==> src/hdl/jsue_pkg.sv <==
`default_nettype none

package jsue_pkg;

    localparam int MAX_RESULTS = 6;
    localparam int RES_CNT_W   = 3;

    localparam logic [7:0]  CTRL_MAX = 8'd31;
    localparam logic [7:0]  DEL_CHAR = 8'd127;
    localparam logic [15:0] CP_LSEP  = 16'h2028;
    localparam logic [15:0] CP_PSEP  = 16'h2029;

    typedef struct packed {
        logic [7:0] in_byte;
        logic       end_of_text;
    } in_t;

    typedef struct packed {
        logic [7:0] out_byte;
        logic       run_last;
        logic       bad_utf8;
    } out_t;

    typedef struct packed {
        logic [MAX_RESULTS-1:0][7:0] bytes;
        logic [RES_CNT_W-1:0]        cnt;
        logic                        bad;
    } grp_t;

endpackage

`default_nettype wire

==> src/hdl/jsue_decoder.sv <==
`default_nettype none

module jsue_decoder (
    input  logic           clk,
    input  logic           rst_n,
    input  jsue_pkg::in_t  item,
    input  logic           take,
    output jsue_pkg::grp_t grp
);
    import jsue_pkg::*;

    localparam logic [7:0] CH_BSLASH = "\\";
    localparam logic [7:0] CH_DQUOTE = "\"";
    localparam logic [7:0] CH_SQUOTE = "'";
    localparam logic [7:0] CH_LT     = "<";
    localparam logic [7:0] CH_X      = "x";
    localparam logic [7:0] CH_U      = "u";
    localparam logic [7:0] CH_2      = "2";
    localparam logic [7:0] CH_0      = "0";
    localparam logic [7:0] CH_8      = "8";
    localparam logic [7:0] CH_9      = "9";

    function automatic logic [7:0] esc_code(input logic [7:0] c);
        logic [7:0] e;
        unique case (c)
            8'd8:      e = "b";
            8'd9:      e = "t";
            8'd10:     e = "n";
            8'd11:     e = "v";
            8'd12:     e = "f";
            8'd13:     e = "r";
            CH_DQUOTE: e = CH_DQUOTE;
            CH_SQUOTE: e = CH_SQUOTE;
            CH_BSLASH: e = CH_BSLASH;
            default:   e = 8'h00;
        endcase
        return e;
    endfunction

    function automatic logic [7:0] hex_digit(input logic [3:0] n);
        logic [7:0] d;
        if (n < 4'd10)
        begin
            d = 8'h30 + {4'h0, n};
        end
        else
        begin
            d = 8'h57 + {4'h0, n};
        end
        return d;
    endfunction

    logic [2:0][7:0] held_reg;
    logic [2:0][7:0] held_next;
    logic [1:0]      hc_reg;
    logic [1:0]      hc_next;
    logic [1:0]      exp_reg;
    logic [1:0]      exp_next;
    logic            disc_reg;
    logic            disc_next;

    logic [7:0]  b;
    logic        eot;
    logic [7:0]  lo;
    logic [7:0]  hi;
    logic        cont_ok;
    logic [1:0]  exp_m;
    logic [1:0]  need;
    logic [15:0] cp;
    logic [7:0]  esc_ch;
    logic        fail;

    always_comb
    begin
        b         = item.in_byte;
        eot       = item.end_of_text;
        held_next = held_reg;
        hc_next   = hc_reg;
        exp_next  = exp_reg;
        disc_next = disc_reg;
        grp       = '0;
        fail      = 1'b0;

        lo = 8'h80;
        hi = 8'hBF;
        if (held_reg[0] == 8'hE0)
        begin
            lo = 8'hA0;
        end
        if (held_reg[0] == 8'hED)
        begin
            hi = 8'h9F;
        end
        if (held_reg[0] == 8'hF0)
        begin
            lo = 8'h90;
        end
        if (held_reg[0] == 8'hF4)
        begin
            hi = 8'h8F;
        end
        if (hc_reg == 2'd1)
        begin
            cont_ok = (b >= lo) && (b <= hi);
        end
        else
        begin
            cont_ok = (b >= 8'h80) && (b <= 8'hBF);
        end

        exp_m  = exp_reg - 2'd1;
        cp     = {held_reg[0][3:0], held_reg[1][5:0], b[5:0]};
        esc_ch = esc_code(b);

        if (b >= 8'hC2 && b <= 8'hDF)
        begin
            need = 2'd1;
        end
        else if (b >= 8'hE0 && b <= 8'hEF)
        begin
            need = 2'd2;
        end
        else if (b >= 8'hF0 && b <= 8'hF4)
        begin
            need = 2'd3;
        end
        else
        begin
            need = 2'd0;
        end

        if (disc_reg)
        begin
            if (eot)
            begin
                disc_next = 1'b0;
            end
        end
        else if (exp_reg == 2'd0)
        begin
            if (!b[7])
            begin
                if (esc_ch != 8'h00)
                begin
                    grp.bytes[0] = CH_BSLASH;
                    grp.bytes[1] = esc_ch;
                    grp.cnt      = 3'd2;
                end
                else if (b <= CTRL_MAX || b == CH_LT || b == DEL_CHAR)
                begin
                    grp.bytes[0] = CH_BSLASH;
                    grp.bytes[1] = CH_X;
                    grp.bytes[2] = hex_digit(b[7:4]);
                    grp.bytes[3] = hex_digit(b[3:0]);
                    grp.cnt      = 3'd4;
                end
                else
                begin
                    grp.bytes[0] = b;
                    grp.cnt      = 3'd1;
                end
            end
            else if (need == 2'd0 || eot)
            begin
                fail = 1'b1;
            end
            else
            begin
                held_next[0] = b;
                hc_next      = 2'd1;
                exp_next     = need;
            end
        end
        else if (!cont_ok)
        begin
            fail = 1'b1;
        end
        else if (exp_m != 2'd0)
        begin
            if (eot || hc_reg == 2'd3)
            begin
                fail = 1'b1;
            end
            else
            begin
                for (int i = 0; i < 3; i++)
                begin
                    if (hc_reg == 2'(i))
                    begin
                        held_next[i] = b;
                    end
                end
                hc_next  = hc_reg + 2'd1;
                exp_next = exp_m;
            end
        end
        else
        begin
            exp_next = 2'd0;
            hc_next  = 2'd0;
            if (hc_reg == 2'd2 && (cp == CP_LSEP || cp == CP_PSEP))
            begin
                grp.bytes[0] = CH_BSLASH;
                grp.bytes[1] = CH_U;
                grp.bytes[2] = CH_2;
                grp.bytes[3] = CH_0;
                grp.bytes[4] = CH_2;
                grp.bytes[5] = (cp == CP_LSEP) ? CH_8 : CH_9;
                grp.cnt      = 3'd6;
            end
            else
            begin
                for (int i = 0; i < 3; i++)
                begin
                    if (2'(i) < hc_reg)
                    begin
                        grp.bytes[i] = held_reg[i];
                    end
                end
                for (int i = 0; i < 4; i++)
                begin
                    if (hc_reg == 2'(i))
                    begin
                        grp.bytes[i] = b;
                    end
                end
                grp.cnt = {1'b0, hc_reg} + 3'd1;
            end
        end

        if (fail)
        begin
            hc_next   = 2'd0;
            exp_next  = 2'd0;
            disc_next = !eot;
            grp       = '0;
            grp.cnt   = 3'd1;
            grp.bad   = 1'b1;
        end
    end

    always_ff @(posedge clk)
    begin
        if (take)
        begin
            held_reg <= held_next;
        end
    end

    always_ff @(posedge clk or negedge rst_n)
    begin
        if (!rst_n)
        begin
            hc_reg   <= 2'd0;
            exp_reg  <= 2'd0;
            disc_reg <= 1'b0;
        end
        else if (take)
        begin
            hc_reg   <= hc_next;
            exp_reg  <= exp_next;
            disc_reg <= disc_next;
        end
    end

`ifndef SYNTHESIS
    a_disc_clean: assert property (@(posedge clk) disable iff (!rst_n)
        disc_reg |-> (hc_reg == 2'd0 && exp_reg == 2'd0))
        else $error("discard mode with a character pending");

    a_pending_held: assert property (@(posedge clk) disable iff (!rst_n)
        (exp_reg != 2'd0) |-> (hc_reg != 2'd0 && hc_reg + exp_reg <= 3'd4))
        else $error("pending character count out of range");
`endif

endmodule

`default_nettype wire

==> src/hdl/jsue_serializer.sv <==
`default_nettype none

module jsue_serializer (
    input  logic           clk,
    input  logic           rst_n,
    input  jsue_pkg::grp_t grp,
    input  logic           load,
    output logic           ready,
    output logic           valid,
    input  logic           stall,
    output jsue_pkg::out_t res
);
    import jsue_pkg::*;

    logic [MAX_RESULTS-1:0][7:0] bytes_reg;
    logic [RES_CNT_W-1:0]        cnt_reg;
    logic                        bad_reg;
    logic                        vld_reg;
    logic [RES_CNT_W-1:0]        idx_reg;
    logic                        last;

    assign last  = (idx_reg == cnt_reg - 3'd1);
    assign ready = !vld_reg || (!stall && last);
    assign valid = vld_reg;

    always_comb
    begin
        res          = '0;
        res.out_byte = bytes_reg[idx_reg];
        res.run_last = last;
        res.bad_utf8 = bad_reg;
    end

    always_ff @(posedge clk)
    begin
        if (load)
        begin
            bytes_reg <= grp.bytes;
            cnt_reg   <= grp.cnt;
            bad_reg   <= grp.bad;
        end
    end

    always_ff @(posedge clk or negedge rst_n)
    begin
        if (!rst_n)
        begin
            vld_reg <= 1'b0;
            idx_reg <= '0;
        end
        else if (load)
        begin
            vld_reg <= 1'b1;
            idx_reg <= '0;
        end
        else if (vld_reg && !stall)
        begin
            if (last)
            begin
                vld_reg <= 1'b0;
            end
            else
            begin
                idx_reg <= idx_reg + 3'd1;
            end
        end
    end

`ifndef SYNTHESIS
    a_idx_range: assert property (@(posedge clk) disable iff (!rst_n)
        vld_reg |-> (idx_reg < cnt_reg && cnt_reg <= 3'd6))
        else $error("result index beyond group size");

    a_err_single: assert property (@(posedge clk) disable iff (!rst_n)
        (vld_reg && bad_reg) |-> (cnt_reg == 3'd1 && res.out_byte == 8'h00))
        else $error("error request is not a single zero byte");
`endif

endmodule

`default_nettype wire

==> src/hdl/js_string_utf8_escaper_unit.sv <==
`default_nettype none

// Escapes UTF-8 text for use inside a JavaScript string literal.
// The text channel carries one source byte per request, with end_of_text on
// the final byte. The esc channel carries one escaped byte per request, with
// run_last on the last byte produced for a source byte and bad_utf8 on the
// single error request that aborts invalid or truncated text.
// A source byte is registered at the edge it is accepted and decoded in the
// next cycle; its results are then loaded into the output buffer and are
// offered on esc from there.
// Plain text, whose source bytes yield at most one result each, runs at one
// byte per cycle while esc does not stall. A byte with n results occupies
// the output buffer until all are taken; later bytes with results stall.
// Bytes that only continue a pending character, and bytes dropped after an
// error, yield nothing and pass without touching the output side.
// When esc is stalled the current result holds; a source byte with results
// waits in the input register and the text channel then stalls.
// Reset clears all pending requests and the decoder state; the block is
// ready for new text as soon as reset is released.
module js_string_utf8_escaper_unit (
    input  logic           clk,
    input  logic           rst_n,
    input  logic           text_valid,
    output logic           text_stall,
    input  jsue_pkg::in_t  text,
    output logic           esc_valid,
    input  logic           esc_stall,
    output jsue_pkg::out_t esc
);
    import jsue_pkg::*;

    in_t  s1_reg;
    logic s1_vld_reg;
    grp_t grp;
    logic ser_ready;
    logic move;
    logic load;

    assign move       = s1_vld_reg && (grp.cnt == 3'd0 || ser_ready);
    assign load       = s1_vld_reg && grp.cnt != 3'd0 && ser_ready;
    assign text_stall = s1_vld_reg && !move;

    always_ff @(posedge clk)
    begin
        if (text_valid && !text_stall)
        begin
            s1_reg <= text;
        end
    end

    always_ff @(posedge clk or negedge rst_n)
    begin
        if (!rst_n)
        begin
            s1_vld_reg <= 1'b0;
        end
        else if (!text_stall)
        begin
            s1_vld_reg <= text_valid;
        end
    end

    jsue_decoder u_decoder (
        .clk   (clk),
        .rst_n (rst_n),
        .item  (s1_reg),
        .take  (move),
        .grp   (grp)
    );

    jsue_serializer u_serializer (
        .clk   (clk),
        .rst_n (rst_n),
        .grp   (grp),
        .load  (load),
        .ready (ser_ready),
        .valid (esc_valid),
        .stall (esc_stall),
        .res   (esc)
    );

`ifndef SYNTHESIS
    a_load_shows: assert property (@(posedge clk) disable iff (!rst_n)
        load |=> esc_valid)
        else $error("loaded group not offered on the output");
`endif

endmodule

`default_nettype wire
==> config.mk <==
export PLATFORM = sky130hd
export DESIGN_NAME = js_string_utf8_escaper_unit
export DESIGN_NICKNAME = d
export VERILOG_FILES = /design/src/hdl/jsue_pkg.sv /design/src/hdl/jsue_decoder.sv /design/src/hdl/jsue_serializer.sv /design/src/hdl/js_string_utf8_escaper_unit.sv
export SDC_FILE = /design/constraint.sdc
export NUM_CORES = 1
export LEC_CHECK = 0
export ABC_AREA = 1
export BUFFER_PORTS_ARGS = -buffer_cell sky130_fd_sc_hd__buf_2
export CORE_AREA = 3 3 117 119
export DETAILED_ROUTE_END_ITERATION = 8
export DIE_AREA = 0 0 120 122
export GPL_ROUTABILITY_DRIVEN = 0
export PLACE_DENSITY_LB_ADDON = 0.1
export RECOVER_POWER = 50
export SETUP_SLACK_MARGIN = 0.05
export SYNTH_ARGS = -nofsm -noshare
export SYNTH_HDL_FRONTEND = slang
export SYNTH_SLANG_ARGS = --single-unit
export TNS_END_PERCENT = 30
==> constraint.sdc <==
create_clock -name clk -period 4.1 [get_ports clk]
set_input_delay 0.82 -clock clk [delete_from_list [all_inputs] [get_ports clk]]
set_output_delay 0.82 -clock clk [all_outputs]
set_load 0.01 [all_outputs]
==> results of run 1 <==
## cells in the final DEF (no fill, tap or decap), drive strengths merged, types with 2 or more instances in the layout
| cell | netlist | final |
|---|---|---|
| a211oi | 3 | 3 |
| a21oi | 14 | 14 |
| a221oi | 5 | 5 |
| a22oi | 13 | 13 |
| a31oi | 9 | 9 |
| and2 | 2 | 2 |
| buf | 10 | 28 |
| clkbuf | 6 | 22 |
| clkinv | 0 | 4 |
| clkinvlp | 0 | 2 |
| dfrtp | 10 | 10 |
| edfxtp | 72 | 72 |
| ha | 24 | 24 |
| inv | 76 | 76 |
| nand2 | 131 | 131 |
| nand3 | 24 | 24 |
| nand4 | 10 | 10 |
| nor2 | 84 | 84 |
| nor3 | 7 | 7 |
| nor4 | 4 | 4 |
| o21a | 2 | 2 |
| o21ai | 42 | 42 |
| o22ai | 8 | 8 |
| o32ai | 5 | 5 |
| xnor2 | 2 | 2 |
| xor2 | 3 | 3 |
## power breakdown
part / total [mW] / switching, mW / leakage (nW) / internal [mW]
combinational: 1.71 / 1.18 / 1.38 / 0.531
sequential: 1.26 / 0.159 / 0.792 / 1.10
clock: 0.718 / 0.314 / 0.126 / 0.404
total: 3.69 / 1.65 / 2.29 / 2.04
## worst max path at each step
stage,end,cells after the start
floorplan,u_serializer.bad_reg,20
global placement,text_stall,23
detailed placement,text_stall,23
CTS,text_stall,23
global route,text_stall,23
finish,text_stall,23
## final cells by class
type | instances | area, µm²
Sequential cell | 82 | 2410
Inverter | 76 | 288
Timing Repair Buffer | 40 | 221
Fill cell | 1304 | 7020
Clock inverter | 6 | 33.8
Multi-Input combinational cell | 400 | 2250
Tap cell | 172 | 215
Clock buffer | 10 | 229
## through the flow
| stage | power, mW | hold slack, ps | cell area [µm²] |
|---|---|---|---|
| 2_1_floorplan | 2.50 | 439 | 5060 |
| 6_report | 3.69 | 449 | 5650 |
| 3_5_place_dp | 3.04 | 533 | 5430 |
| 5_1_grt | 3.98 | 483 | 5650 |
| 4_1_cts | 3.77 | 333 | 5690 |
| 3_3_place_gp | 3.03 | 529 | 5430 |
## cells by family (layout without fill, tap and decap cells)
family	Yosys count	after routing	synth area share [%]
AO/OA/AOI/OAI	108	108	13.8
adder cells (fa/ha/maj)	24	24	5.93
AND/OR/NAND/NOR	263	263	24.3
buffers and inverters	92	132	7.46
XOR/XNOR	5	5	0.865
flip-flops	82	82	47.6
## routing by layer
layer  wire (µm)  up-vias  GRT usage [%]
li1            -     2031              -
met1        6420     1914           27.2
met2        6130      149           29.8
met3         757       37           2.97
met4         543        0           9.88
met5           0        -              0
## worst max-delay path, stage by stage, from the launching register on
cell	delay [ps]
edfxtp_1	440
inv_1	100
nand2_1	110
nor4_4	250
a31o_2	150
ha_1	230
nand2_1	60
nand2_1	50
nand2_1	60
nand2_1	50
nand2_1	60
nand3_1	120
nand2_4	160
nand2_1	70
nand2_1	60
nand3_2	100
nand2_1	80
inv_1	60
nand2_4	80
nand2_4	70
inv_2	50
nand2_2	50
inv_1	50
buf_2	110
## timing repair
item,in CTS,in global routing
endpoints found under the setup margin,0,1
buffers inserted,0,2
gates resized for setup,0,2
==> metrics, run 1 <==
buffer depth of the longest clock path=2; die area=0.0146 mm²; HPWL after DPL=10.6 mm; r2r setup slk=680 ps; Reg clk slew, reported paths=60 ps; asr flop ratio synth=12.2%; number of flops mapped to enable cells by yosys=72; cell count after synthesis=574; I/O pin cnt=25; vias in the first global route=3833; fin worst setup slack=327 ps; routed len/inst=17.6 µm; Max Transition Viols Final=0; most frequent cells after synthesis=nand2_1, edfxtp_1, nor2_1, inv_1, o21ai_0; worst relative slew slack=41.5%; final antenna-violating net count=0; skew final=8.32 ps; Setup violations, final=0; Final Util=44.6%; nets@finish=646; P_leak=2.29 nW; max FFs per register=35; num rows=41; final period utilization=92.0%; Pwr per Cell Area=653 mW/mm²; Worst VDD drop=0.271 mV; H-tree depth=3; outcome=finished, final reports clean; placed cell count=768; Num CTS Buffers=9; port bufs=24; worst setup path class=flop to primary output; routed wire length=13.8 mm; Max Clock Freq=0.265 GHz; core footprint=0.0127 mm²; pin count of the biggest net entering global routing=39; Fin. Hold Viols=0; chip height=122 µm; grt ovf=0; setup TNS=0 ps; insertion delay to the later sink of the worst-skew pair=340 ps; syn nets=611; Starting DRT DRC Count=482; r2r startpoint=u_decoder.cp[13]; Critical Path RT=3280 ps; initial antenna violation count=0; # DRC=0; # hold bufs at CTS=0; CTS tree=built; Vias=4131; mapped cell area=0.00506 mm²; n_diodes=0; synth unique cells=46; layout cells sized above 1=13.2%; Worst Path Max Fanout=8; Initial Utilization=40.0%; worst r2r dst=u_serializer.bytes_reg[9]; fin cells=786; Worst setup SP type=flop; DR pass1 iterations=5; synth top area cells=edfxtp_1, nand2_1, ha_1; count leader, synth=nand2_1; Final min period=3770 ps; Hold/Removal Path Class=primary input to asynchronous set/reset pin; root buf cell=clkbuf_16; GR Util All Layers=19.6%; clk sink count=82; Die Width=120 µm; arrival time worst endpoint=2950 ps; Reg2Reg Depth=18; post-synthesis sequential area ratio=47.6%; max-cap violation count=0; Critical Path Start=u_decoder.cp[13]; Via density=5.26; area grow syn2layout=11.5%; setup slack at placement=604 ps; top_reg_cell synth=edfxtp_1; CP endpoint kind=primary output; RSZ-0062 raised after global routing=false; worst slew pin tran=877 ps; FF+latch count, synth=82; biggest area consumer among synthesized cells=edfxtp_1; Synth top area share=42.7%; syn_area_per_cell=8.82 µm²; yosys warns=0; first-pass GRT wire length=21.6 mm
Note: power is estimated with default switching activity, not from simulation.
==> run 2: changes to the inputs <==
- CORE_AREA: 3 3 117 119 -> 3 3 100 140
- DIE_AREA: 0 0 120 122 -> 0 0 103 143
==> metrics, run 2 (same netlist as run 1, synthesis figures left out) <==
CP peak stage delay=540 ps (+100 ps); pin count of the biggest net entering global routing=39 (unchanged); Initial Utilization=39.3% (-0.63 points); Vias=4163 (+0.77%); CP endpoint=text_stall; commonest cells after routing, fill and taps aside=nand2_1, nor2_1, edfxtp_1, inv_1, o21ai_0; met1 wire length=5.80 mm (-9.5%); worst slew pin tran=937 ps (+60.0 ps); Worst Path Max Fanout=8 (unchanged); H-tree depth=3 (unchanged); RSZ-0062 raised after global routing=false; nets@finish=650 (+0.62%); DR pass1 iterations=5 (unchanged); Critical Path Start=s1_reg[5]; skew final=8.55 ps (+0.232 ps); worst relative slew slack=37.5% (-4.0 points); port bufs=24 (unchanged); HPWL after DPL=11.1 mm (+4.3%); grt ovf=0 (unchanged); most frequent CP cell=nand2_1; chip height=143 µm (+17%); fin worst setup slack=359 ps (+32.1 ps); Max Clock Freq=0.267 GHz (+0.86%); routed wire length=14.2 mm (+2.6%); setup slack at placement=407 ps (-197 ps); outcome=finished, final reports clean; Die Width=103 µm (-14%); die area=0.0147 mm² (+0.61%); root buf cell=clkbuf_16; P_leak=2.33 nW (+1.5%); clk sink count=82 (unchanged); initial antenna violation count=0 (unchanged); Critical Path RT=3280 ps (about the same); max-cap violation count=0 (unchanged); met3 WL=654 µm (-14%); Worst VDD drop=0.267 mV (-1.5%); arrival time worst endpoint=2920 ps (-30 ps); Via density=5.40 (+2.7%); FILL cells=1286 (-1.4%); Max Used Layer=met4; Reg2Reg Depth=15 (-3); final period utilization=91.2% (-0.78 points); layout cells sized above 1=14.1% (+0.89 points); I/O pin cnt=25 (unchanged); Starting DRT DRC Count=268 (-44%); Crit path depth=19 (-17%); CTS tree=built; area grow syn2layout=12.0%; Buf/Inv on CP=5 (unchanged); buffer depth of the longest clock path=2 (unchanged); family with the most delay on the worst path=simple AND/OR/NAND/NOR gates; GR Util All Layers=20.5% (+0.92 points); met2 WL=7.15 mm (+17%); worst r2r dst=u_serializer.bytes_reg[9]; Fin. Hold Viols=0 (unchanged); n_diodes=0 (unchanged); Reg clk slew, reported paths=60 ps (about the same); Setup violations, final=0 (unchanged); max FFs per register=35 (unchanged); Pwr per Cell Area=663 mW/mm² (+1.6%); routed len/inst=18.4 µm (+4.6%); Pwr Total=3.76 mW (+2.0%); CP endpoint kind=primary output; num rows=49 (+20%); Num CTS Buffers=9 (unchanged); worst setup path class=flop to primary output; crit-path cells=inv_2 > ha_2 > nand2_1 > nor2_1 > nand3_1 > nor2_4 > nor2_1 > nor2_1 > nand2_1 > nand2_1 > nand3_2 > nand2_1 > inv_1 > nand2_4 > nand2_4 > inv_2 > nand2_2 > inv_1 > buf_2; # DRC=0 (unchanged); most common cell after layout, fill and taps aside=nand2_1; Worst setup SP type=flop; final antenna-violating net count=0 (unchanged); setup TNS=0 ps (unchanged); Max Transition Viols Final=0 (unchanged); r2r startpoint=s1_reg[2]; core footprint=0.0129 mm² (+1.6%); first-pass GRT wire length=22.6 mm (+4.4%); vias in the first global route=4124 (+7.6%); Hold/Removal Path Class=primary input to asynchronous set/reset pin; r2r setup slk=520 ps (-160 ps); insertion delay to the later sink of the worst-skew pair=340 ps (about the same); Final min period=3740 ps (-32.1 ps); slowest stage cell, crit path=edfxtp_1
[run 2: cell count changes in the layout (fill, tap and decap cells not counted), moves of 2 or more]
cell and delta:
buf_4 +7, clkbuf_1 -2, clkbuf_8 +3, clkinv_2 -2, nand2_1 +3, nand2_2 -2
[run 2: through the flow]
stage	util, %	std cells	cell area, µm²	hold slack (ps)
after floorplan	-	574	5060	439
after global routing	44.1	771	5670	521
after detailed placement	41.8	748	5380	533
final	44.1	771	5670	461
after CTS	44.1	764	5670	337
after global placement	41.8	748	5380	535
[run 2: worst min path at each step]
stage	startpoint	to	slack, ps	cells past startpoint
after floorplan	s1_reg[8]	u_decoder.held_reg[15]	440	0
after global placement	u_decoder.exp_reg[1]	u_decoder.exp_reg[1]	540	2
after detailed placement	u_decoder.exp_reg[1]	u_decoder.exp_reg[1]	530	2
after CTS	rst_n	u_decoder.exp_reg[1]	340	1
after global routing	rst_n	u_decoder.disc_reg	520	1
final	rst_n	u_decoder.hc_reg[0]	460	1
[run 2: what timing repair did]
action | CTS | global route
hold buffers | 0 | 0
pin swaps | 0 | 1
setup endpoints to repair | 1 | 1
setup buffers | 0 | 7
gates resized for setup | 1 | 4
cloned | 0 | 0
[run 2: layout make-up]
type | instances | area [µm²] | share of cell area [%]
clock buffers | 13 | 270 | 4.76
inverters | 76 | 288 | 5.07
repair buffers | 44 | 246 | 4.34
clock inverters | 3 | 21.3 | 0.375
multi-input cells | 400 | 2240 | 39.5
flip-flops and latches | 82 | 2410 | 42.5
well taps | 153 | 191 | 3.37
[run 2: metal layers]
| metal | vias to the layer above | GRT usage, % |
|---|---|---|
| met4 | 0 | 9.82 |
| met2 | 145 | 34.6 |
| met5 | - | 0 |
| met1 | 1935 | 25.0 |
| li1 | 2044 | - |
| met3 | 39 | 3.57 |
[run 2: power by group]
| part | total [mW] | internal [mW] | switching (mW) |
|---|---|---|---|
| sequential | 1.27 | 1.10 | 0.168 |
| clock | 0.777 | 0.461 | 0.316 |
| combinational | 1.72 | 0.534 | 1.18 |
| total | 3.76 | 2.10 | 1.67 |
==> run 3: changes to the inputs <==
- CTS_BUF_LIST: not set -> sky130_fd_sc_hd__clkbuf_8
==> metrics, run 3 (same netlist as run 1, synthesis figures left out) <==
outcome=finished, final reports clean; Via density=5.38 (-0.37%); layout cells sized above 1=14.1% (+0.046 points); core footprint=0.0129 mm² (unchanged); Psw=1.65 mW (-1.1%); worst slew pin tran=922 ps (-14.7 ps); crit-path cells=clkbuf_1 > ha_1 > nand2_1 > nor3_1 > a21oi_1 > nand2_1 > nand2_1 > nand3_2 > nand3_1 > nand2_2 > nand2_4 > nand2_4 > inv_2 > nand2_2 > inv_1 > buf_2; Reg2Reg Depth=13 (-2); n_diodes=0 (unchanged); worst r2r dst=u_serializer.bytes_reg[0]; Vias=4137 (-0.62%); commonest cells after routing, fill and taps aside=nand2_1, nor2_1, inv_1, edfxtp_1, o21ai_0; arrival time worst endpoint=3080 ps (+160 ps); Critical Path Start=s1_reg[5]; register area=0.00241 mm² (unchanged); Worst Path Max Fanout=9 (+1); Worst VDD drop=0.275 mV (+2.9%); met2 WL=7.12 mm (-0.41%); vias in the first global route=4126 (+0.048%); CP endpoint kind=primary output; P_leak=2.28 nW (-2.0%); most common cell after layout, fill and taps aside=nand2_1; final hold slack=433 ps (-27.6 ps); Num CTS Buffers=9 (unchanged); Comb power frac=48.8% (+3.2 points); first-pass GRT wire length=22.5 mm (-0.19%); setup TNS=0 ps (unchanged); Setup violations, final=0 (unchanged); worst setup path class=flop to primary output; I/O pin cnt=25 (unchanged); Starting DRT DRC Count=280 (+4.5%); r2r setup slk=570 ps (+50 ps); RSZ-0062 raised after global routing=false; final antenna-violating net count=0 (unchanged); Pwr Total=3.55 mW (-5.6%); DR pass1 iterations=5 (unchanged); worst relative slew slack=38.5% (+0.98 points); max-cap violation count=0 (unchanged); Critical Path RT=3280 ps (about the same); Fin. Hold Viols=0 (unchanged); GR Util All Layers=20.4% (-0.12 points); initial antenna violation count=0 (unchanged); pin count of the biggest net entering global routing=39 (unchanged); Initial Utilization=39.3% (unchanged); nets@finish=648 (-0.31%); P_int=1.90 mW (-9.2%); area grow syn2layout=10.0%; Final min period=3900 ps (+159 ps); slowest stage cell, crit path=clkbuf_1; routed wire length=14.2 mm (about the same); FILL cells=1294 (+0.62%); # DRC=0 (unchanged); CTS tree=built; most frequent CP cell=nand2_1; switching power share of the total=46.4% (+2.1 points); met3 WL=562 µm (-14%); port bufs=24 (unchanged); buffer depth of the longest clock path=2 (unchanged); Die Width=103 µm (unchanged); chip height=143 µm (unchanged); met1 wire length=5.85 mm (+0.72%); skew final=14.1 ps (+5.50 ps); Clock power frac=15.7% (-5.0 points); num rows=49 (unchanged); H-tree depth=3 (unchanged); CP endpoint=text_stall; grt ovf=0 (unchanged); Max Transition Viols Final=0 (unchanged); clk sink count=82 (unchanged); HPWL after DPL=11.1 mm (unchanged); Reg clk slew, reported paths=90 ps (+30 ps); Worst setup SP type=flop; Hold/Removal Path Class=primary input to asynchronous set/reset pin; Max Used Layer=met4; die area=0.0147 mm² (unchanged); r2r startpoint=s1_reg[5]; sequential power share=35.5% (+1.8 points); CP peak stage delay=460 ps (-80 ps); placed inst area=0.00538 mm² (unchanged); routed len/inst=18.5 µm (+0.22%); Pwr per Cell Area=638 mW/mm² (-3.9%); final instance area=0.00557 mm² (-1.8%); max FFs per register=35 (unchanged); area of the multi-input gates=0.00226 mm² (+0.67%); root buf cell=clkbuf_8; insertion delay to the later sink of the worst-skew pair=360 ps (+20 ps); final period utilization=95.1% (+3.9 points); Max Clock Freq=0.256 GHz (-4.1%)
## run 3: cell types whose count changed in the layout (fill, tap and decap cells not counted), sizes merged
cell / delta
clkbuf: -1
buf: -2
inv: +1
## run 3: repair_timing
| item | in CTS | in global routing |
|---|---|---|
| hold buffers | 0 | 0 |
| gates cloned | 0 | 0 |
| buffers inserted | 1 | 4 |
| endpoints found under the setup margin | 1 | 1 |
| hold endpoints to repair | 0 | 0 |
| pin swaps | 0 | 1 |
| resized for setup | 0 | 4 |
## run 3: layer usage
metal | track usage [%] | vias up
met4 | 10.2 | 0
li1 | - | 2033
met1 | 24.6 | 1937
met5 | 0 | -
met3 | 3.52 | 39
met2 | 34.5 | 128
## run 3: power by group through the flow
stage	logic [mW]	registers [mW]	clock network, mW
2_1_floorplan	1.29	1.21	0
3_3_place_gp	1.76	1.29	0
3_5_place_dp	1.75	1.30	0
4_1_cts	1.77	1.27	0.575
5_1_grt	1.92	1.28	0.614
6_report	1.73	1.26	0.557
## run 3: worst min-delay path by stage
stage               slack [ps]  cells past startpoint                 start                      to
floorplan                  440                      0             s1_reg[8]  u_decoder.held_reg[15]
global placement           540                      2  u_decoder.exp_reg[1]    u_decoder.exp_reg[1]
detailed placement         530                      2  u_decoder.exp_reg[1]    u_decoder.exp_reg[1]
CTS                        310                      1                 rst_n      u_decoder.disc_reg
global route               480                      1                 rst_n      u_decoder.disc_reg
finish                     430                      1                 rst_n      u_decoder.disc_reg
## run 3: final cells by class
class	count	area share, %
sequential	82	43.3
multi-input combinational	400	40.5
inverter	76	5.17
timing repair buffer	42	4.15
tap	153	3.44
clock buffer	12	2.96
clock inverter	4	0.449
## run 3: worst max-delay path: cells and delay by family, from the launching register on
family | cells | cell delay (ps)
compound gates | 1 | 160
fa+ha+maj | 1 | 320
buf+inv | 4 | 670
flops | 1 | 390
simple gates | 10 | 1180
## run 3: per-stage QoR
| step | utilization [%] | setup WS, ps | cells |
|---|---|---|---|
| global placement | 41.8 | 415 | 748 |
| detailed placement | 41.8 | 407 | 748 |
| global route | 43.3 | 46.4 | 769 |
| finish | 43.3 | 200 | 769 |
| floorplan | - | 767 | 574 |
| CTS | 43.3 | 190 | 765 |
